--- src/sv/sdmg_pkg.sv ---
package sdmg_pkg;

    // Field widths
    localparam int DIV_W   = 32;
    localparam int MAG_W   = 34;
    localparam int SHIFT_W = 5;
    localparam int PREC_W  = 6;

    // Stream widths (output fields padded to whole bytes)
    localparam int S_TDATA_W = 32;
    localparam int M_TDATA_W = 48;

    // Fixed points of the algorithm
    localparam logic [DIV_W-1:0]  TWO31      = 32'h8000_0000;
    localparam logic [PREC_W-1:0] START_PREC = 6'd31;
    localparam logic [PREC_W-1:0] PREC_CAP   = 6'd63;
    localparam logic [PREC_W-1:0] WORD_PREC  = 6'd32;
    localparam logic [4:0]        LAST_STEP  = 5'd31;

    // Sequencer states, one-hot
    typedef enum logic [9:0] {
        ST_IDLE   = 10'b00_0000_0001,
        ST_SETUP  = 10'b00_0000_0010,
        ST_DIV_T  = 10'b00_0000_0100,
        ST_ANC    = 10'b00_0000_1000,
        ST_DIV1   = 10'b00_0001_0000,
        ST_DIV2   = 10'b00_0010_0000,
        ST_STEP1  = 10'b00_0100_0000,
        ST_STEP2  = 10'b00_1000_0000,
        ST_TEST   = 10'b01_0000_0000,
        ST_FINISH = 10'b10_0000_0000
    } state_t;

    // Kind of divisor, decided at setup
    typedef enum logic [1:0] {
        SPEC_NORMAL    = 2'd0,
        SPEC_ZERO      = 2'd1,
        SPEC_ONE       = 2'd2,
        SPEC_MINUS_ONE = 2'd3
    } spec_t;

endpackage

--- src/sv/sdmg_step.sv ---
// One restoring division step: shift a bit into the remainder, then
// compare and subtract the divisor.
module sdmg_step
    import sdmg_pkg::*;
(
    input  logic [DIV_W-1:0] rem_in,
    input  logic [DIV_W-1:0] den,
    input  logic             bit_in,
    output logic [DIV_W-1:0] rem_out,
    output logic             qbit
);

    logic [DIV_W:0] shifted;
    logic [DIV_W:0] diff;

    // Shift and trial subtract; the remainder stays below den, so 32 bits hold it
    always_comb
    begin
        shifted = {rem_in, bit_in};
        diff    = shifted - {1'b0, den};
        qbit    = (shifted >= {1'b0, den});
        rem_out = qbit ? diff[DIV_W-1:0] : shifted[DIV_W-1:0];
    end

endmodule

--- src/sv/signed_div_magic_constant_gen.sv ---
// Channel  Direction  Width  Contents
// s_*      in         32     tdata[31:0] divisor
// m_*      out        48     tdata[33:0] magic_multiplier, [38:34] post_shift,
//                            [39] add_dividend, [40] divide_error, rest zero
//
// A general divisor needs 1 to 32 doubling iterations; divisors 0, 1 and -1
// go from setup straight to the finish state. All division steps run through
// one compare-subtract step unit: three 32-step restoring divisions, then
// two unit steps and one stop test per doubling iteration. s_tready is high
// only while the sequencer is idle, and a result that waits on m_tready holds
// the sequencer in its last state until the output register frees. rst_n
// clears the sequencer and m_tvalid.
module signed_div_magic_constant_gen
    import sdmg_pkg::*;
(
    input  logic                 clk,
    input  logic                 rst_n,
    input  logic                 s_tvalid,
    output logic                 s_tready,
    input  logic [S_TDATA_W-1:0] s_tdata,  // [31:0] divisor
    output logic                 m_tvalid,
    input  logic                 m_tready,
    output logic [M_TDATA_W-1:0] m_tdata   // [33:0] magic_multiplier, [38:34] post_shift,
                                           // [39] add_dividend, [40] divide_error
);

    state_t               state_reg, state_next;
    spec_t                spec_reg, spec_next;
    logic                 m_tvalid_reg, m_tvalid_next;
    logic [DIV_W-1:0]     d_reg, d_next;
    logic [DIV_W-1:0]     ad_reg, ad_next;
    logic [DIV_W-1:0]     anc_reg, anc_next;
    logic [DIV_W-1:0]     dvd_reg, dvd_next;
    logic [DIV_W-1:0]     r1_reg, r1_next;
    logic [DIV_W-1:0]     r2_reg, r2_next;
    logic [MAG_W-1:0]     q1_reg, q1_next;
    logic [MAG_W-1:0]     q2_reg, q2_next;
    logic                 neg_reg, neg_next;
    logic [4:0]           cnt_reg, cnt_next;
    logic [PREC_W-1:0]    p_reg, p_next;
    logic [MAG_W-1:0]     omag_reg, omag_next;
    logic [SHIFT_W-1:0]   oshift_reg, oshift_next;
    logic                 oadd_reg, oadd_next;
    logic                 oerr_reg, oerr_next;

    logic [DIV_W-1:0]     u_rem_in, u_den, u_rem_out;
    logic                 u_bit_in, u_qbit;
    logic                 pair1_sel;

    logic [DIV_W-1:0]     t_val, anc_raw;
    logic [MAG_W-1:0]     delta, mag, magic;
    logic [PREC_W-1:0]    p_off;
    logic                 stop;
    logic                 out_free;

    // Shared compare-subtract unit
    sdmg_step u_step (
        .rem_in  (u_rem_in),
        .den     (u_den),
        .bit_in  (u_bit_in),
        .rem_out (u_rem_out),
        .qbit    (u_qbit)
    );

    // Route the unit to the quotient pair the current state works on
    always_comb
    begin
        pair1_sel = (state_reg == ST_DIV_T) || (state_reg == ST_DIV1)
                 || (state_reg == ST_STEP1);
        u_rem_in  = pair1_sel ? r1_reg : r2_reg;
        u_den     = ((state_reg == ST_DIV1) || (state_reg == ST_STEP1)) ? anc_reg : ad_reg;
        u_bit_in  = ((state_reg == ST_DIV_T) || (state_reg == ST_DIV1)
                  || (state_reg == ST_DIV2)) ? dvd_reg[DIV_W-1] : 1'b0;
    end

    // Derived values for anc, the stop test and the result
    always_comb
    begin
        t_val   = TWO31 | {{(DIV_W-1){1'b0}}, neg_reg};
        anc_raw = t_val - 32'd1 - r1_reg;
        delta   = {2'b00, ad_reg} - {2'b00, r2_reg};
        stop    = (q1_reg > delta) || ((q1_reg == delta) && (r1_reg != '0));
        mag     = q2_reg + 34'd1;
        magic   = neg_reg ? (34'd0 - mag) : mag;
        p_off   = p_reg - WORD_PREC;
        out_free = !m_tvalid_reg || m_tready;
    end

    // Sequencer
    always_comb
    begin
        state_next    = state_reg;
        spec_next     = spec_reg;
        m_tvalid_next = m_tvalid_reg;
        d_next        = d_reg;
        ad_next       = ad_reg;
        anc_next      = anc_reg;
        dvd_next      = dvd_reg;
        r1_next       = r1_reg;
        r2_next       = r2_reg;
        q1_next       = q1_reg;
        q2_next       = q2_reg;
        neg_next      = neg_reg;
        cnt_next      = cnt_reg;
        p_next        = p_reg;
        omag_next     = omag_reg;
        oshift_next   = oshift_reg;
        oadd_next     = oadd_reg;
        oerr_next     = oerr_reg;

        // Drop the result once the transaction completes
        if (m_tvalid_reg && m_tready)
        begin
            m_tvalid_next = 1'b0;
        end

        unique case (state_reg)
            ST_IDLE:
            begin
                if (s_tvalid)
                begin
                    d_next     = s_tdata[DIV_W-1:0];
                    state_next = ST_SETUP;
                end
            end
            ST_SETUP:
            begin
                neg_next = d_reg[DIV_W-1];
                ad_next  = d_reg[DIV_W-1] ? (32'd0 - d_reg) : d_reg;
                dvd_next = TWO31 | {{(DIV_W-1){1'b0}}, d_reg[DIV_W-1]};
                r1_next  = '0;
                q1_next  = '0;
                cnt_next = '0;
                priority if (d_reg == '0)
                begin
                    spec_next  = SPEC_ZERO;
                    state_next = ST_FINISH;
                end
                else if (d_reg == 32'd1)
                begin
                    spec_next  = SPEC_ONE;
                    state_next = ST_FINISH;
                end
                else if (d_reg == '1)
                begin
                    spec_next  = SPEC_MINUS_ONE;
                    state_next = ST_FINISH;
                end
                else
                begin
                    spec_next  = SPEC_NORMAL;
                    state_next = ST_DIV_T;
                end
            end
            ST_DIV_T, ST_DIV1:
            begin
                // Pair one holds t % ad first, then 2^31 / anc
                r1_next  = u_rem_out;
                q1_next  = {q1_reg[MAG_W-2:0], u_qbit};
                dvd_next = {dvd_reg[DIV_W-2:0], 1'b0};
                cnt_next = cnt_reg + 5'd1;
                if (cnt_reg == LAST_STEP)
                begin
                    cnt_next   = '0;
                    state_next = (state_reg == ST_DIV_T) ? ST_ANC : ST_DIV2;
                    dvd_next   = TWO31;
                end
            end
            ST_ANC:
            begin
                anc_next   = (anc_raw == '0) ? 32'd1 : anc_raw;
                r1_next    = '0;
                q1_next    = '0;
                r2_next    = '0;
                q2_next    = '0;
                dvd_next   = TWO31;
                cnt_next   = '0;
                p_next     = START_PREC;
                state_next = ST_DIV1;
            end
            ST_DIV2:
            begin
                r2_next  = u_rem_out;
                q2_next  = {q2_reg[MAG_W-2:0], u_qbit};
                dvd_next = {dvd_reg[DIV_W-2:0], 1'b0};
                cnt_next = cnt_reg + 5'd1;
                if (cnt_reg == LAST_STEP)
                begin
                    cnt_next   = '0;
                    state_next = ST_STEP1;
                end
            end
            ST_STEP1:
            begin
                // Double pair one and raise the precision
                r1_next    = u_rem_out;
                q1_next    = {q1_reg[MAG_W-2:0], u_qbit};
                p_next     = p_reg + 6'd1;
                state_next = ST_STEP2;
            end
            ST_STEP2:
            begin
                r2_next    = u_rem_out;
                q2_next    = {q2_reg[MAG_W-2:0], u_qbit};
                state_next = ST_TEST;
            end
            ST_TEST:
            begin
                state_next = (stop || (p_reg == PREC_CAP)) ? ST_FINISH : ST_STEP1;
            end
            ST_FINISH:
            begin
                // Hold until the output register is free
                if (out_free)
                begin
                    m_tvalid_next = 1'b1;
                    omag_next     = '0;
                    oshift_next   = '0;
                    oadd_next     = 1'b0;
                    oerr_next     = 1'b0;
                    unique case (spec_reg)
                        SPEC_ZERO:      oerr_next = 1'b1;
                        SPEC_ONE:       omag_next = 34'd1;
                        SPEC_MINUS_ONE: omag_next = '1;
                        default:
                        begin
                            omag_next   = magic;
                            oshift_next = p_off[SHIFT_W-1:0];
                            oadd_next   = neg_reg;
                        end
                    endcase
                    state_next = ST_IDLE;
                end
            end
            default:
            begin
                state_next = ST_IDLE;
            end
        endcase
    end

    // Control registers
    always_ff @(posedge clk or negedge rst_n)
    begin
        if (!rst_n)
        begin
            state_reg    <= ST_IDLE;
            m_tvalid_reg <= 1'b0;
        end
        else
        begin
            state_reg    <= state_next;
            m_tvalid_reg <= m_tvalid_next;
        end
    end

    // Datapath registers
    always_ff @(posedge clk)
    begin
        spec_reg   <= spec_next;
        d_reg      <= d_next;
        ad_reg     <= ad_next;
        anc_reg    <= anc_next;
        dvd_reg    <= dvd_next;
        r1_reg     <= r1_next;
        r2_reg     <= r2_next;
        q1_reg     <= q1_next;
        q2_reg     <= q2_next;
        neg_reg    <= neg_next;
        cnt_reg    <= cnt_next;
        p_reg      <= p_next;
        omag_reg   <= omag_next;
        oshift_reg <= oshift_next;
        oadd_reg   <= oadd_next;
        oerr_reg   <= oerr_next;
    end

    assign s_tready = (state_reg == ST_IDLE);
    assign m_tvalid = m_tvalid_reg;
    assign m_tdata  = {7'd0, oerr_reg, oadd_reg, oshift_reg, omag_reg};

    // An accepted transaction always starts the setup step
    a_accept_setup: assert property (@(posedge clk) disable iff (!rst_n)
        (s_tvalid && s_tready) |=> (state_reg == ST_SETUP))
        else $error("accepted divisor did not reach setup");

    // Both remainders stay below their divisors through the doubling loop
    a_rem_bound: assert property (@(posedge clk) disable iff (!rst_n)
        (state_reg == ST_TEST) |-> ((r1_reg < anc_reg) && (r2_reg < ad_reg)))
        else $error("remainder not below divisor");

    // The loop test only runs above the starting precision
    a_prec_range: assert property (@(posedge clk) disable iff (!rst_n)
        (state_reg == ST_TEST) |-> (p_reg > START_PREC))
        else $error("precision out of range in loop");

    // A divide error carries no other result bits
    a_err_clean: assert property (@(posedge clk) disable iff (!rst_n)
        (m_tvalid && m_tdata[40]) |-> (m_tdata[39:0] == '0))
        else $error("error result with nonzero fields");

endmodule

--- config.mk ---
export PLATFORM = sky130hd
export DESIGN_NAME = signed_div_magic_constant_gen
export DESIGN_NICKNAME = d
export VERILOG_FILES = /design/src/sv/sdmg_pkg.sv /design/src/sv/sdmg_step.sv /design/src/sv/signed_div_magic_constant_gen.sv
export SDC_FILE = /design/constraint.sdc
export NUM_CORES = 1
export LEC_CHECK = 0
export BUFFER_PORTS_ARGS = -buffer_cell sky130_fd_sc_hd__buf_2
export CAP_MARGIN = 10
export CORE_MARGIN = 4
export CORE_UTILIZATION = 45
export CTS_BUF_LIST = sky130_fd_sc_hd__clkbuf_8
export CTS_CLUSTER_SIZE = 16
export DETAILED_ROUTE_END_ITERATION = 8
export PLACE_DENSITY = 0.66
export SYNTH_ARGS = -nofsm -noshare
export SYNTH_HDL_FRONTEND = slang
export SYNTH_SLANG_ARGS = --single-unit
export TNS_END_PERCENT = 5
--- constraint.sdc ---
create_clock -name clk -period 11.4 [get_ports clk]
set_input_delay 1.71 -clock clk [delete_from_list [all_inputs] [get_ports clk]]
set_output_delay 1.71 -clock clk [all_outputs]
set_load 0.01 [all_outputs]
; Word-level counts from Yosys, hierarchy flattened
; Cells that the tools add are included.
[totals]
regBits = 326
inputBits = 36
output_inout_bits = 50
word_cells = 112
[classes]
n_addsub = 10
n_lt_le_gt_ge = 2
eq_ne = 22
mux = 32
n_reduce_logical = 27
[op_table]
columns = op, count
row1 = $pmux W34 S2, 2
row2 = $mux W32, 4
row3 = $pmux W32 S2, 2
row4 = $pmux W32 S4, 1
row5 = $pmux W34 S3, 1
row6 = $pmux W10 S9, 1
row7 = $mux W10, 8
row8 = $logic_not A32 Y1, 2
row9 = $sub A32 B32 Y32, 2
row10 = $add A34 B1 Y34 const B, 1
row11 = $eq A34 B34 Y1, 1
row12 = $gt A34 B34 Y1, 1
row13 = $mux W34, 1
row14 = $sub A1 B34 Y34 const A, 1
row15 = $ge A33 B32 Y1, 1
row16 = $sub A32 B32 Y33, 1
row17 = $eq A32 B1 Y1 const B, 1
row18 = $eq A32 B32 Y1 const B, 1
row19 = $reduce_bool A32 Y1, 1
row20 = $sub A1 B32 Y32 const A, 1
row21 = $sub A32 B1 Y32 const B, 1
row22 = $mux W31, 1
row23 = $pmux W6 S2, 1
row24 = $eq A10 B1 Y1 const B, 1
row25 = other kinds (32), 55

; Depth between registers and ports, before layout
; Gate-level depths: netlist (run 1).
[logic_depth]
ltp_word = 7
ltp_mapped = 23
depth_no_buf = 23

; By module
; A second synthesis (run 1) with hierarchy kept.
[hier_totals]
hier_cells = 1942
area_unflattened_um2 = 20586.0
[modules_own_cells]
columns = mod, instances, cells_each, area_each_um2, seq_area_each_um2
row1 = signed_div_magic_constant_gen, 1, 1619, 18255.0, 9735.6
row2 = sdmg_step, 1, 323, 2331.0, 0.0

; Worst setup path after synthesis (run 1)
; Ideal clock, no wire load.
[synth_path]
path_kind = register -> register
startpoint = register state_reg[2]
endpoint = register r1_reg[8] (data pin)
setup_time_ns = 0.266
t_arrival_ns = 4.846
path_slack_ns = 6.288
stages_incl_launch_ff = 22
synth_period_minus_slack_ns = 5.112
path_cell_list = dfrtp_1 clkbuf_1 nor3_1 nor3b_1 nand2_1 nor3b_2 a31oi_1 clkbuf_1 mux2i_1 ha_1 clkbuf_1 a21o_1 a21o_1 a211oi_1 nand3_1 o2111ai_1 and3_1 clkbuf_1 clkbuf_1 nor2_1 a21oi_1 nor2_1
[synth_via]
elab_chain_cells = 7
elab_cells_between_ends = 19
[synth_lines]
columns = element, line_no
row1 = start: declaration, signed_div_magic_constant_gen.sv:27  ; state_t state_reg, state_next;
row2 = start signal: assignment, signed_div_magic_constant_gen.sv:252  ; state_reg <= state_next;
row3 = $eq A10 B3 Y1 / $eq A10 B5 Y1 (equally long branches), -
row4 = $logic_or A1 B1 Y1, "signed_div_magic_constant_gen.sv:68, signed_div_magic_constant_gen.sv:72"
row5 = $logic_or A1 B1 Y1 (on tied branches), "signed_div_magic_constant_gen.sv:73, signed_div_magic_constant_gen.sv:69"
row6 = $mux W1 / $mux W32 (equally long branches), "signed_div_magic_constant_gen.sv:73, signed_div_magic_constant_gen.sv:70"
row7 = $sub A32 B32 Y32 / $ge A33 B32 Y1 (equally long branches), "sdmg_step.sv:20, sdmg_step.sv:21"
row8 = $mux W32, sdmg_step.sv:22  ; rem_out = qbit ? diff[DIV_W-1:0] : shifted[DIV_W-1:0];
row9 = $pmux W32 S2 *, signed_div_magic_constant_gen.sv:117  ; unique case (state_reg)
row10 = end signal: assignment, signed_div_magic_constant_gen.sv:265  ; r1_reg <= r1_next;
row11 = end: declaration, signed_div_magic_constant_gen.sv:34  ; logic [DIV_W-1:0] r1_reg, r1_next;
; Mark *: on every way between the ends. The rest lies on a longest branch, timed or not.
; A chain may end at the register's enable or synchronous reset.

; Worst setup path after layout (run 1)
[layout_path]
startpoint = register state_reg[2]
endpoint = register r2_reg[30] (data pin)
[layout_via]
elab_chain_cells = 7
elab_cells_between_ends = 18
[layout_lines]
columns = element, line_no
row1 = $eq A10 B3 Y1 / $eq A10 B5 Y1 (equally long branches), "signed_div_magic_constant_gen.sv:68, signed_div_magic_constant_gen.sv:72, signed_div_magic_constant_gen.sv:71"
row2 = $logic_or A1 B1 Y1, "signed_div_magic_constant_gen.sv:68, signed_div_magic_constant_gen.sv:72"
row3 = $logic_or A1 B1 Y1 (on tied branches), "signed_div_magic_constant_gen.sv:73, signed_div_magic_constant_gen.sv:69"
row4 = $mux W1 / $mux W32 (equally long branches), "signed_div_magic_constant_gen.sv:73, signed_div_magic_constant_gen.sv:70"
row5 = $sub A32 B32 Y32 / $ge A33 B32 Y1 (equally long branches), "sdmg_step.sv:20, sdmg_step.sv:21"
row6 = $mux W32, sdmg_step.sv:22
row7 = $pmux W32 S2 *, signed_div_magic_constant_gen.sv:117
row8 = end signal: assignment, signed_div_magic_constant_gen.sv:266  ; r2_reg <= r2_next;
row9 = end: declaration, signed_div_magic_constant_gen.sv:35  ; logic [DIV_W-1:0] r2_reg, r2_next;
; Marks and branches as above.

==> impl_metrics.json, run 1 <==
{
  "run_status": "finished clean",
  "cell_internal_pwr_w": 0.00275,
  "worst_slew_margin_rel_pct": 33.6,
  "vias": 15300,
  "routed_wirelength_mm": 48.9,
  "fin_crit_ns": 5.98,
  "arrival_worst_endpoint_ns": 6.32,
  "worst-endpoint-required_ns": 11.74,
  "synth_flop_cell": "edfxtp_1",
  "wl_per_cell_um": 18.1,
  "rows": 77,
  "cts-root-to-sink-buffers": 3,
  "drv_cap": 0,
  "ant_nets": 0,
  "floorplan.initialDensity_pct": 45.8,
  "initialDrtViolationCount": 1130,
  "cellLeakagePower_nw": 8.44,
  "fin_nets": 2208,
  "clock_sink_count": 326,
  "hold_start": "dvd_reg[3]",
  "cts_made_buffers": 57,
  "post_cts_resize_count": 0,
  "min_path_cells": 1,
  "path_cells": "nor3_1 -> nor3b_1 -> nand2_1 -> nor3b_2 -> a31oi_4 -> buf_4 -> mux2i_1 -> ha_1 -> a21oi_1 -> o21ai_0 -> a221oi_1 -> or4b_2 -> o21ai_0 -> a211oi_1 -> xor2_1 -> nor2_1 -> nor3_1",
  "synth_area_leaders": "edfxtp_1 47%, ha_1 6.6%, xnor2_1 5.6%",
  "antenna_found_initial": 2,
  "detail_route.vias_per_cell": 5.66,
  "gr-usage-all-layers_pct": 20.1,
  "post_synth_instance_area_um2": 20300,
  "grt_start_max_net_pins": 67,
  "worst-r2r-cell-count": 17,
  "clock_skew_ns": 0.0354,
  "detailedPlacementHpwl_mm": 35.1,
  "path_max_fanout": 32,
  "core_area_um2": 44400,
  "timing.hold.worst_endpoint": "dvd_reg[4]",
  "power_density_nw_per_um2": 191,
  "ys_async_sr_fraction_pct": 3.37,
  "grt_setup_unrepaired": "false",
  "cts_hold_buf": 0,
  "post-route-cell-area_um2": 22400,
  "post_route_cells_drive_above_1_share_pct": 10.4,
  "yosysSeqAreaShare_pct": 47.9,
  "p_sw_w": 0.00153,
  "post_cts_setup_inserts": 0,
  "yosysTopAreaCellShare_pct": 46.5,
  "count_of_buffering_cells_on_the_critical_path_with_inverters_included": 1,
  "achievable-frequency_mhz": 167,
  "ys_ff_latch": 326,
  "syn_inst": 2003,
  "timing.critical_path.max_delay_family": "simple AND/OR/NAND/NOR gates",
  "final-setup-viol-count": 0,
  "grt_pass1_vias": 14800,
  "finalHoldViolCount": 0,
  "cp-start-kind": "flop",
  "clk_transition_reported_paths_ns": 0.06,
  "die_area_um2": 48700,
  "clockRootBuffer": "clkbuf_8",
  "top_level_ports": 86,
  "power.switching_fraction_pct": 35.7,
  "slew_at_the_pin_closest_to_its_max_slew_limit_ns": 0.988,
  "synth_top_cell_by_area": "edfxtp_1",
  "detailedRoute.firstPassIterationCount": 5,
  "r2r-end": "r2_reg[30]",
  "first_pass_grt_wire_length_mm": 78.3,
  "io_buffer_count": 78,
  "timing.setup.critical_path_class": "flop to flop",
  "syn_to_final_growth_pct": 10.1,
  "crit_path_max_cell_delay_ns": 0.65,
  "tns_setup_ns": 0,
  "clockPowerShare_pct": 25.4,
  "number_of_enable_flip_flop_cells_after_synthesis": 315,
  "crit_path_end_kind": "flop",
  "timing.final.crit_share_pct": 52.5,
  "critical_path.slowest_cell": "or4b_2",
  "cts_tree": "done",
  "timing_max_transition_violations_final": 0,
  "clk_lat_worst_skew_ns": 0.65,
  "die_width_um": 221,
  "hold_path.class": "flop to flop",
  "grt_overflow": 0,
  "reg2reg_slack_ns": 5.42,
  "per_instance_average_area_after_synthesis_um2": 10.2,
  "synth.distinct_cells": 82,
  "dpl-instance-area_um2": 21200,
  "cts-htree-levels": 2,
  "yosysWarnings": 0,
  "routabilityCongestion": 0.937,
  "power.share.combinational_pct": 31.8,
  "ir_worst_vdd_uv": 138,
  "rr_startpoint": "state_reg[2]",
  "power_frac_seq_pct": 42.8,
  "drc": 0,
  "die_height_um": 221
}
## power groups by stage
stage | combinational [W] | sequential [W] | clock [W]
final | 0.00136 | 0.00183 | 0.00109
after global routing | 0.00154 | 0.00186 | 0.00118
after CTS | 0.00136 | 0.00183 | 0.00112
after detailed placement | 0.00136 | 0.00185 | 0
after floorplan | 0.00106 | 0.00176 | 0
after global placement | 0.00132 | 0.00185 | 0
## Yosys cell counts, types with 39 or more instances
master / instances
a21o_1: 46
nor2_1: 127
nand4_1: 39
o21ai_0: 145
edfxtp_1: 315
a21oi_1: 106
mux2i_1: 45
and2_1: 81
nor2b_1: 44
nand3_1: 40
nor3_1: 63
nand2_1: 182
inv_1: 84
xnor2_1: 131
ha_1: 107
xor2_1: 43
clkbuf_1: 81
## layout make-up
| cell class | count | area (um2) |
|---|---|---|
| Antenna cell | 1 | 2.50 |
| Timing Repair Buffer | 94 | 523 |
| Fill cell | 3993 | 22000 |
| Tap cell | 592 | 741 |
| Inverter | 84 | 315 |
| Clock inverter | 47 | 330 |
| Multi-Input combinational cell | 1500 | 9930 |
| Clock buffer | 59 | 812 |
| Sequential cell | 326 | 9740 |
## cell families (layout without fill, tap and decap cells)
family,Yosys count,in the layout,share of synthesized area (%)
muxes,50,50,2.49
DFF,326,326,47.9
buffers and inverters,183,284,3.59
AOI/OAI and AO/OA,432,432,13.0
adders and majority gates,109,109,6.78
xor gates and xnor gates,174,174,7.49
other,1,8,0.0184
and+or+nand+nor,728,728,18.7
## worst max path at each step
stage / end / slack (ns) / cells after the start / start
after floorplan: r1_reg[8] / 6.29 / 21 / state_reg[2]
after global placement: r2_reg[30] / 5.58 / 17 / state_reg[2]
after detailed placement: r2_reg[30] / 5.51 / 17 / state_reg[4]
after CTS: r2_reg[30] / 5.49 / 17 / state_reg[2]
after global routing: r2_reg[30] / 4.98 / 17 / state_reg[2]
final: r2_reg[30] / 5.42 / 17 / state_reg[2]
## layout by cell type (no fill, tap or decap), types with 45 or more instances in the layout
cell      instances
and2_1           81
buf_2            78
a21oi_1         106
nor2_1          125
xnor2_1         131
edfxtp_1        315
mux2i_1          45
a21o_1           46
clkbuf_8         59
ha_1            107
nand2_1         182
o21ai_0         145
inv_1            97
nor3_1           63
## metrics by stage
step | power, W | cells | utilization (%) | worst slack, ns | hold slack [ns]
2_1_floorplan | 0.00282 | 2009 | - | 6.29 | 0.424
3_3_place_gp | 0.00317 | 2595 | 47.8 | 5.58 | 0.504
3_5_place_dp | 0.00320 | 2595 | 47.8 | 5.51 | 0.504
4_1_cts | 0.00432 | 2701 | 50.4 | 5.49 | 0.520
5_1_grt | 0.00458 | 2703 | 50.4 | 4.98 | 0.531
6_report | 0.00428 | 2703 | 50.4 | 5.42 | 0.519
## routing by layer
layer | routed length, um | global-route usage (%) | vias up
met3 | 3250 | 3.45 | 94
met4 | 1320 | 6.14 | 2
met5 | 13 | 0 | -
met2 | 22100 | 31.8 | 496
met1 | 22200 | 28.4 | 7283
li1 | - | - | 7437
(Power assumes the default switching activity.)
==> run 2: changes to the inputs <==
--- a/config.mk
+++ b/config.mk
@@ -5,6 +5,7 @@
 export SDC_FILE = /design/constraint.sdc
 export NUM_CORES = 1
 export LEC_CHECK = 0
+export ABC_AREA = 1
 export BUFFER_PORTS_ARGS = -buffer_cell sky130_fd_sc_hd__buf_2
 export CAP_MARGIN = 10
 export CORE_MARGIN = 4
==> constraint.sdc (replaced) <==
create_clock -name clk -period 5.8 [get_ports clk]
set_input_delay 0.87 -clock clk [delete_from_list [all_inputs] [get_ports clk]]
set_output_delay 0.87 -clock clk [all_outputs]
set_load 0.01 [all_outputs]
==> run 2 against run 1 <==
- register-to-register slack worse by 4.8 ns
- first-iteration DRC count is 36% higher
- count of clock-buffer cells in the layout is 1 higher
- synthesized cell count is 29% higher
- non-clock buffer count is 3 lower
- worst hold slack worse by 0.47 ns
- sequential share of layout area is 1.9 points lower
- largest power group is now combinational logic
- largest cell class unchanged
- cell area is 4.5% higher
- wire length is 29% higher
==> impl_metrics.json, run 2 <==
{
  "place_inst": 3234,
  "achievable-frequency_mhz": 195,
  "ys_ff_latch": 326,
  "grt_start_max_net_pins": 74,
  "ir_worst_vdd_uv": 265,
  "syn_inst": 2589,
  "area_of_the_multi_input_gates_um2": 9870,
  "netlist_top_cells_count": "591 x nand2_1, 387 x nor2_1, 353 x inv_1",
  "reg2reg_slack_ns": 0.66,
  "timing.final.crit_share_pct": 88.6,
  "fin_hold_ws_ns": 0.0505,
  "routed_wirelength_mm": 63.1,
  "cp-start-kind": "flop",
  "grt_overflow": 0,
  "synthMostInstantiatedCell": "nand2_1",
  "slew_at_the_pin_closest_to_its_max_slew_limit_ns": 1.17,
  "cts-root-to-sink-buffers": 3,
  "setup_slack_ns": 0.662,
  "fin_crit_ns": 5.14,
  "die_area_um2": 50700,
  "clockRootBuffer": "clkbuf_8",
  "die_width_um": 225,
  "grt_setup_unrepaired": "false",
  "yosysTopAreaCellShare_pct": 44.6,
  "synth_flop_cell": "edfxtp_1",
  "place_ws_ns": 0.729,
  "core_area_um2": 46600,
  "top_level_ports": 86,
  "gr-usage-all-layers_pct": 24.2,
  "fin_nets": 2831,
  "cts_tree": "done",
  "ant_nets": 0,
  "n_fill_cell": 4466,
  "hold_path.class": "primary input to asynchronous set/reset pin",
  "cts-htree-levels": 2,
  "timing_max_transition_violations_final": 0,
  "die_height_um": 225,
  "commonest_non_fill_non_tap_cell_in_the_layout": "nand2_1",
  "post_synth_instance_area_um2": 21200,
  "wl_per_cell_um": 18.9,
  "power_density_nw_per_um2": 427,
  "run_status": "finished clean",
  "io_buffer_count": 78,
  "cellLeakagePower_nw": 10.1,
  "rows": 79,
  "r2r-end": "r2_reg[31]",
  "post_cts_setup_inserts": 0,
  "final-setup-viol-count": 0,
  "clk_lat_worst_skew_ns": 0.71,
  "arrival_worst_endpoint_ns": 5.67,
  "clock_skew_ns": 0.0342,
  "tns_setup_ns": 0,
  "synth_top_cell_by_area": "edfxtp_1",
  "finalHoldViolCount": 0,
  "drv_cap": 0,
  "grt_pass1_vias": 17100,
  "rr_startpoint": "state_reg[0]",
  "layout.cells.non_filler": 3343,
  "clock_sink_count": 326,
  "number_of_enable_flip_flop_cells_after_synthesis": 315,
  "antenna_found_initial": 1,
  "post_cts_resize_count": 0,
  "crit_path_end_kind": "flop",
  "clk_transition_reported_paths_ns": 0.06,
  "routabilityCongestion": 0.975,
  "detailedPlacementHpwl_mm": 48.9,
  "ys_async_sr_fraction_pct": 3.37,
  "final-seq-area_um2": 9740,
  "detailedRoute.firstPassIterationCount": 6,
  "post_route_cells_drive_above_1_share_pct": 8.26,
  "first_pass_grt_wire_length_mm": 95.8,
  "worst-endpoint-required_ns": 6.33,
  "initialDrtViolationCount": 1536,
  "cts_made_buffers": 57,
  "syn_to_final_growth_pct": 10.3,
  "yosysWarnings": 0,
  "path_max_fanout": 73,
  "per_instance_average_area_after_synthesis_um2": 8.19,
  "timing.setup.critical_path_class": "flop to flop",
  "synth.distinct_cells": 54,
  "detail_route.vias_per_cell": 5.37,
  "totalPowerFinal_w": 0.00998,
  "drc": 0,
  "yosysSeqAreaShare_pct": 45.9,
  "synth_area_leaders": "edfxtp_1 45%, nand2_1 10%, nor2_1 6.9%",
  "worst_slew_margin_rel_pct": 21.8,
  "cts_hold_buf": 0,
  "vias": 18000,
  "floorplan.initialDensity_pct": 45.5,
  "worst-r2r-cell-count": 24,
  "layout_common_cells": "588 x nand2_1, 385 x nor2_1, 363 x inv_1, 315 x edfxtp_1, 150 x nand3_1"
}
run 2: changes by cell type after synthesis, moves of 22 or more:
cell,before,now
nand2_1,182,591
and2_1,81,3
nor3_1,63,37
xnor2_1,131,48
o21ai_0,145,122
inv_1,84,353
xor2_1,43,65
nand2b_1,25,0
nand3_1,40,150
nor2_1,127,387
nor2b_1,44,0
a21o_1,46,15
clkbuf_1,81,32
run 2: critical path, cell delays in order (launching register included):
cell and delay (ns):
dfstp_2 0.55, nor2_2 0.05, inv_2 0.10, nor2_8 0.05
nand4_2 0.11, nand2_2 0.12, nor2_8 0.12, clkinv_4 0.39
o21ai_0 0.63, inv_1 0.12, ha_1 0.38, nand2_1 0.10
inv_1 0.10, nand2_1 0.10, nor2_1 0.22, nand2_1 0.13
o31ai_1 0.20, nand2_1 0.08, nand2_1 0.16, nor2_8 0.08
nand2_4 0.42, inv_1 0.37, nand2_1 0.14, nand2_1 0.07
nor2_1 0.10
run 2: how the worst max path moves through the flow:
stage	from	endpoint	slack (ns)	depth (start not counted)
6_report	state_reg[0]	r2_reg[31]	0.66	24
5_1_grt	state_reg[0]	r2_reg[18]	0.27	24
4_1_cts	state_reg[9]	r2_reg[31]	0.74	19
3_5_place_dp	state_reg[9]	r2_reg[20]	0.73	19
3_3_place_gp	state_reg[0]	r2_reg[0]	0.82	24
2_1_floorplan	s_tvalid	d_reg[0]	1.21	2
run 2: logic make-up (layout without fill, tap and decap cells):
family,after synthesis,after routing,share of synthesized area (%)
other cells,1,8,0.0177
flops,326,326,45.9
buf+inv,419,559,7.75
fa+ha+maj,109,109,6.50
mux,30,30,1.42
compound gates,313,313,8.25
simple gates,1278,1278,25.5
xor+xnor,113,113,4.67
run 2: cell type report:
class	count	share of cell area (%)
inverter	360	5.80
antenna	1	0.0107
multi-input combinational	1850	42.2
timing repair buffer	91	2.09
tap	607	3.25
clock inverter	48	1.50
sequential	326	41.6
clock buffer	60	3.53
run 2: metal layers:
metal	vias up	GRT usage (%)	routed length, um
li1	8786	-	-
met1	8339	36.0	29000
met2	727	35.9	26800
met3	103	5.12	5680
met4	2	6.64	1580
met5	-	0	13
run 2: per-stage QoR:
step / util, % / area, um2
6_report: 50.2 / 23400
5_1_grt: 50.2 / 23400
4_1_cts: 50.2 / 23400
3_5_place_dp: 47.7 / 22200
3_3_place_gp: 47.7 / 22200
2_1_floorplan: - / 21200
run 2: power breakdown:
part | switching [W] | internal (W)
combinational | 0.00279 | 0.00124
clock | 0.00107 | 0.00116
sequential | 0.000404 | 0.00332
==> run 3: changes to the inputs <==
--- a/config.mk
+++ b/config.mk
@@ -9,11 +9,11 @@
 export BUFFER_PORTS_ARGS = -buffer_cell sky130_fd_sc_hd__buf_2
 export CAP_MARGIN = 10
 export CORE_MARGIN = 4
-export CORE_UTILIZATION = 45
+export CORE_UTILIZATION = 55
 export CTS_BUF_LIST = sky130_fd_sc_hd__clkbuf_8
 export CTS_CLUSTER_SIZE = 16
 export DETAILED_ROUTE_END_ITERATION = 8
-export PLACE_DENSITY = 0.66
+export PLACE_DENSITY = 0.77
 export SYNTH_ARGS = -nofsm -noshare
 export SYNTH_HDL_FRONTEND = slang
 export SYNTH_SLANG_ARGS = --single-unit
==> run 3 against run 2 <==
- sequential cell count is the same
- maximum frequency fell by 1.8%
- combinational power barely moved
- cell area fell by 0.55%
- global-route usage up 4.4 points
- total power is essentially flat
- die area shrank 18%
- sequential power hardly changed
- non-clock buffer count is 1 higher
- critical path depth shrank 2
- utilization is 11 points higher
- clock skew up 0.0031 ns
- critical path type unchanged
- largest power group unchanged
==> impl_metrics.json, run 3 (synthesized netlist as in run 2, its figures left out) <==
{
  "grt_overflow": 0,
  "worst-r2r-cell-count": 22,
  "routabilityCongestion": 0.963,
  "ir_worst_vdd_uv": 407,
  "crit_path_end_kind": "flop",
  "fin_hold_ws_ns": 0.0816,
  "cp-startpoint": "state_reg[0]",
  "cp-start-kind": "flop",
  "timing.setup.critical_path_class": "flop to flop",
  "cts_made_buffers": 56,
  "fin_nets": 2831,
  "post_route_core_utilization_pct": 61.5,
  "worst-endpoint-required_ns": 6.17,
  "reg2reg_slack_ns": 0.57,
  "commonest_non_fill_non_tap_cell_in_the_layout": "nand2_1",
  "post_cts_setup_inserts": 0,
  "detailedRoute.firstPassIterationCount": 6,
  "clock_skew_ns": 0.0373,
  "worst_slew_margin_rel_pct": 22.7,
  "path_cells": "nor2_2 -> inv_2 -> nor2_8 -> nand4_2 -> nand2_2 -> nor2_8 -> clkinv_4 -> o21ai_0 -> inv_1 -> ha_1 -> nand3_1 -> nand2_1 -> a21oi_1 -> o21bai_1 -> nand3_1 -> nand3_1 -> nand3_4 -> nand2_4 -> inv_1 -> nand2_1 -> nand2_1 -> nor2_1",
  "cts-root-to-sink-buffers": 3,
  "post_cts_resize_count": 0,
  "clk_transition_reported_paths_ns": 0.07,
  "n_fill_cell": 3460,
  "first_pass_grt_wire_length_mm": 93.5,
  "rows": 71,
  "detailedPlacementHpwl_mm": 46.5,
  "hold_path.class": "primary input to asynchronous set/reset pin",
  "floorplan.initialDensity_pct": 56.0,
  "die_height_um": 204,
  "clock_sink_count": 326,
  "grt_setup_unrepaired": "false",
  "drc": 0,
  "cellLeakagePower_nw": 10.1,
  "path_max_fanout": 90,
  "syn_to_final_growth_pct": 9.71,
  "r2r-end": "r2_reg[30]",
  "crit_path_max_cell_delay_ns": 0.59,
  "vias": 18000,
  "clk_lat_worst_skew_ns": 0.67,
  "drv_cap": 0,
  "achievable-frequency_mhz": 191,
  "slew_at_the_pin_closest_to_its_max_slew_limit_ns": 1.16,
  "run_status": "finished clean",
  "critical_path.slowest_cell": "o21ai_0",
  "die_width_um": 204,
  "rr_startpoint": "state_reg[0]",
  "cts_tree": "done",
  "num_antenna_cells": 0,
  "die_area_um2": 41800,
  "clockRootBuffer": "clkbuf_8",
  "post_route_cells_drive_above_1_share_pct": 7.88,
  "wl_per_cell_um": 18.5,
  "tns_setup_ns": 0,
  "grt_start_max_net_pins": 91,
  "layout_common_cells": "588 x nand2_1, 385 x nor2_1, 363 x inv_1, 315 x edfxtp_1, 150 x nand3_1",
  "antenna_found_initial": 0,
  "top_level_ports": 86,
  "final-setup-viol-count": 0,
  "timing.final.crit_share_pct": 90.2,
  "initialDrtViolationCount": 1539,
  "gr-usage-all-layers_pct": 28.6,
  "routed_wirelength_mm": 59.9,
  "grt_pass1_vias": 17100,
  "io_buffer_count": 78,
  "critPathCapture": "r2_reg[30]",
  "fin_crit_ns": 5.23,
  "arrival_worst_endpoint_ns": 5.61,
  "finalHoldViolCount": 0,
  "timing_max_transition_violations_final": 0,
  "detail_route.vias_per_cell": 5.55,
  "power_density_nw_per_um2": 429,
  "ant_nets": 0,
  "core_area_um2": 37800,
  "cts-htree-levels": 2,
  "cts_hold_buf": 0
}
-- run 3: changes by cell type in the layout (fill, tap and decap cells not counted), sizes merged --
| cell | previous run | this run |
|---|---|---|
| clkbuf | 60 | 56 |
| bufinv | 4 | 7 |
| clkinv | 27 | 24 |
| clkinvlp | 4 | 1 |
| buf | 91 | 92 |
| diode | 1 | 0 |
-- run 3: power by group --
part | internal (W) | leakage [nW] | switching [W]
sequential | 0.00332 | 3.16 | 0.000391
combinational | 0.00124 | 6.27 | 0.00280
clock | 0.00122 | 0.631 | 0.00101
total | 0.00578 | 10.1 | 0.00421
-- run 3: how the worst min path moves through the flow --
| stage | end | depth (start not counted) |
|---|---|---|
| detailed placement | state_reg[8] | 1 |
| floorplan | state_reg[8] | 1 |
| global route | state_reg[7] | 1 |
| global placement | state_reg[8] | 1 |
| finish | state_reg[7] | 1 |
| CTS | state_reg[7] | 1 |
-- run 3: stage by stage --
stage	power (W)	setup slack [ns]	instances	area [um2]
floorplan	0.00649	1.21	2595	21200
global placement	0.00763	0.694	3139	22100
detailed placement	0.00769	0.614	3139	22100
CTS	0.00994	0.580	3240	23300
global route	0.0106	0.128	3240	23300
finish	0.00999	0.567	3240	23300
-- run 3: area by class of cell --
cell class,instances,area [um2],share of cell area (%)
repair buffers,92,495,2.13
well taps,511,639,2.75
clock inverters,45,394,1.69
inverters,360,1360,5.83
clock buffers,56,771,3.31
flip-flops and latches,326,9740,41.8
multi-input cells,1850,9870,42.4
-- run 3: layer usage --
metal	up-vias	share of wire, %	global-route usage, %
met2	757	42	42.3
met4	0	2.2	7.42
met3	87	9.7	5.79
met1	8351	46	43.2
met5	-	0	0
li1	8778	-	-
-- run 3: critical path: cells and delay by family, from the launching register on --
kind | cells | cell delay [ns]
simple gates | 14 | 1.74
buf+inv | 4 | 1.20
compound gates | 3 | 1.06
flops | 1 | 0.55
fa+ha+maj | 1 | 0.34
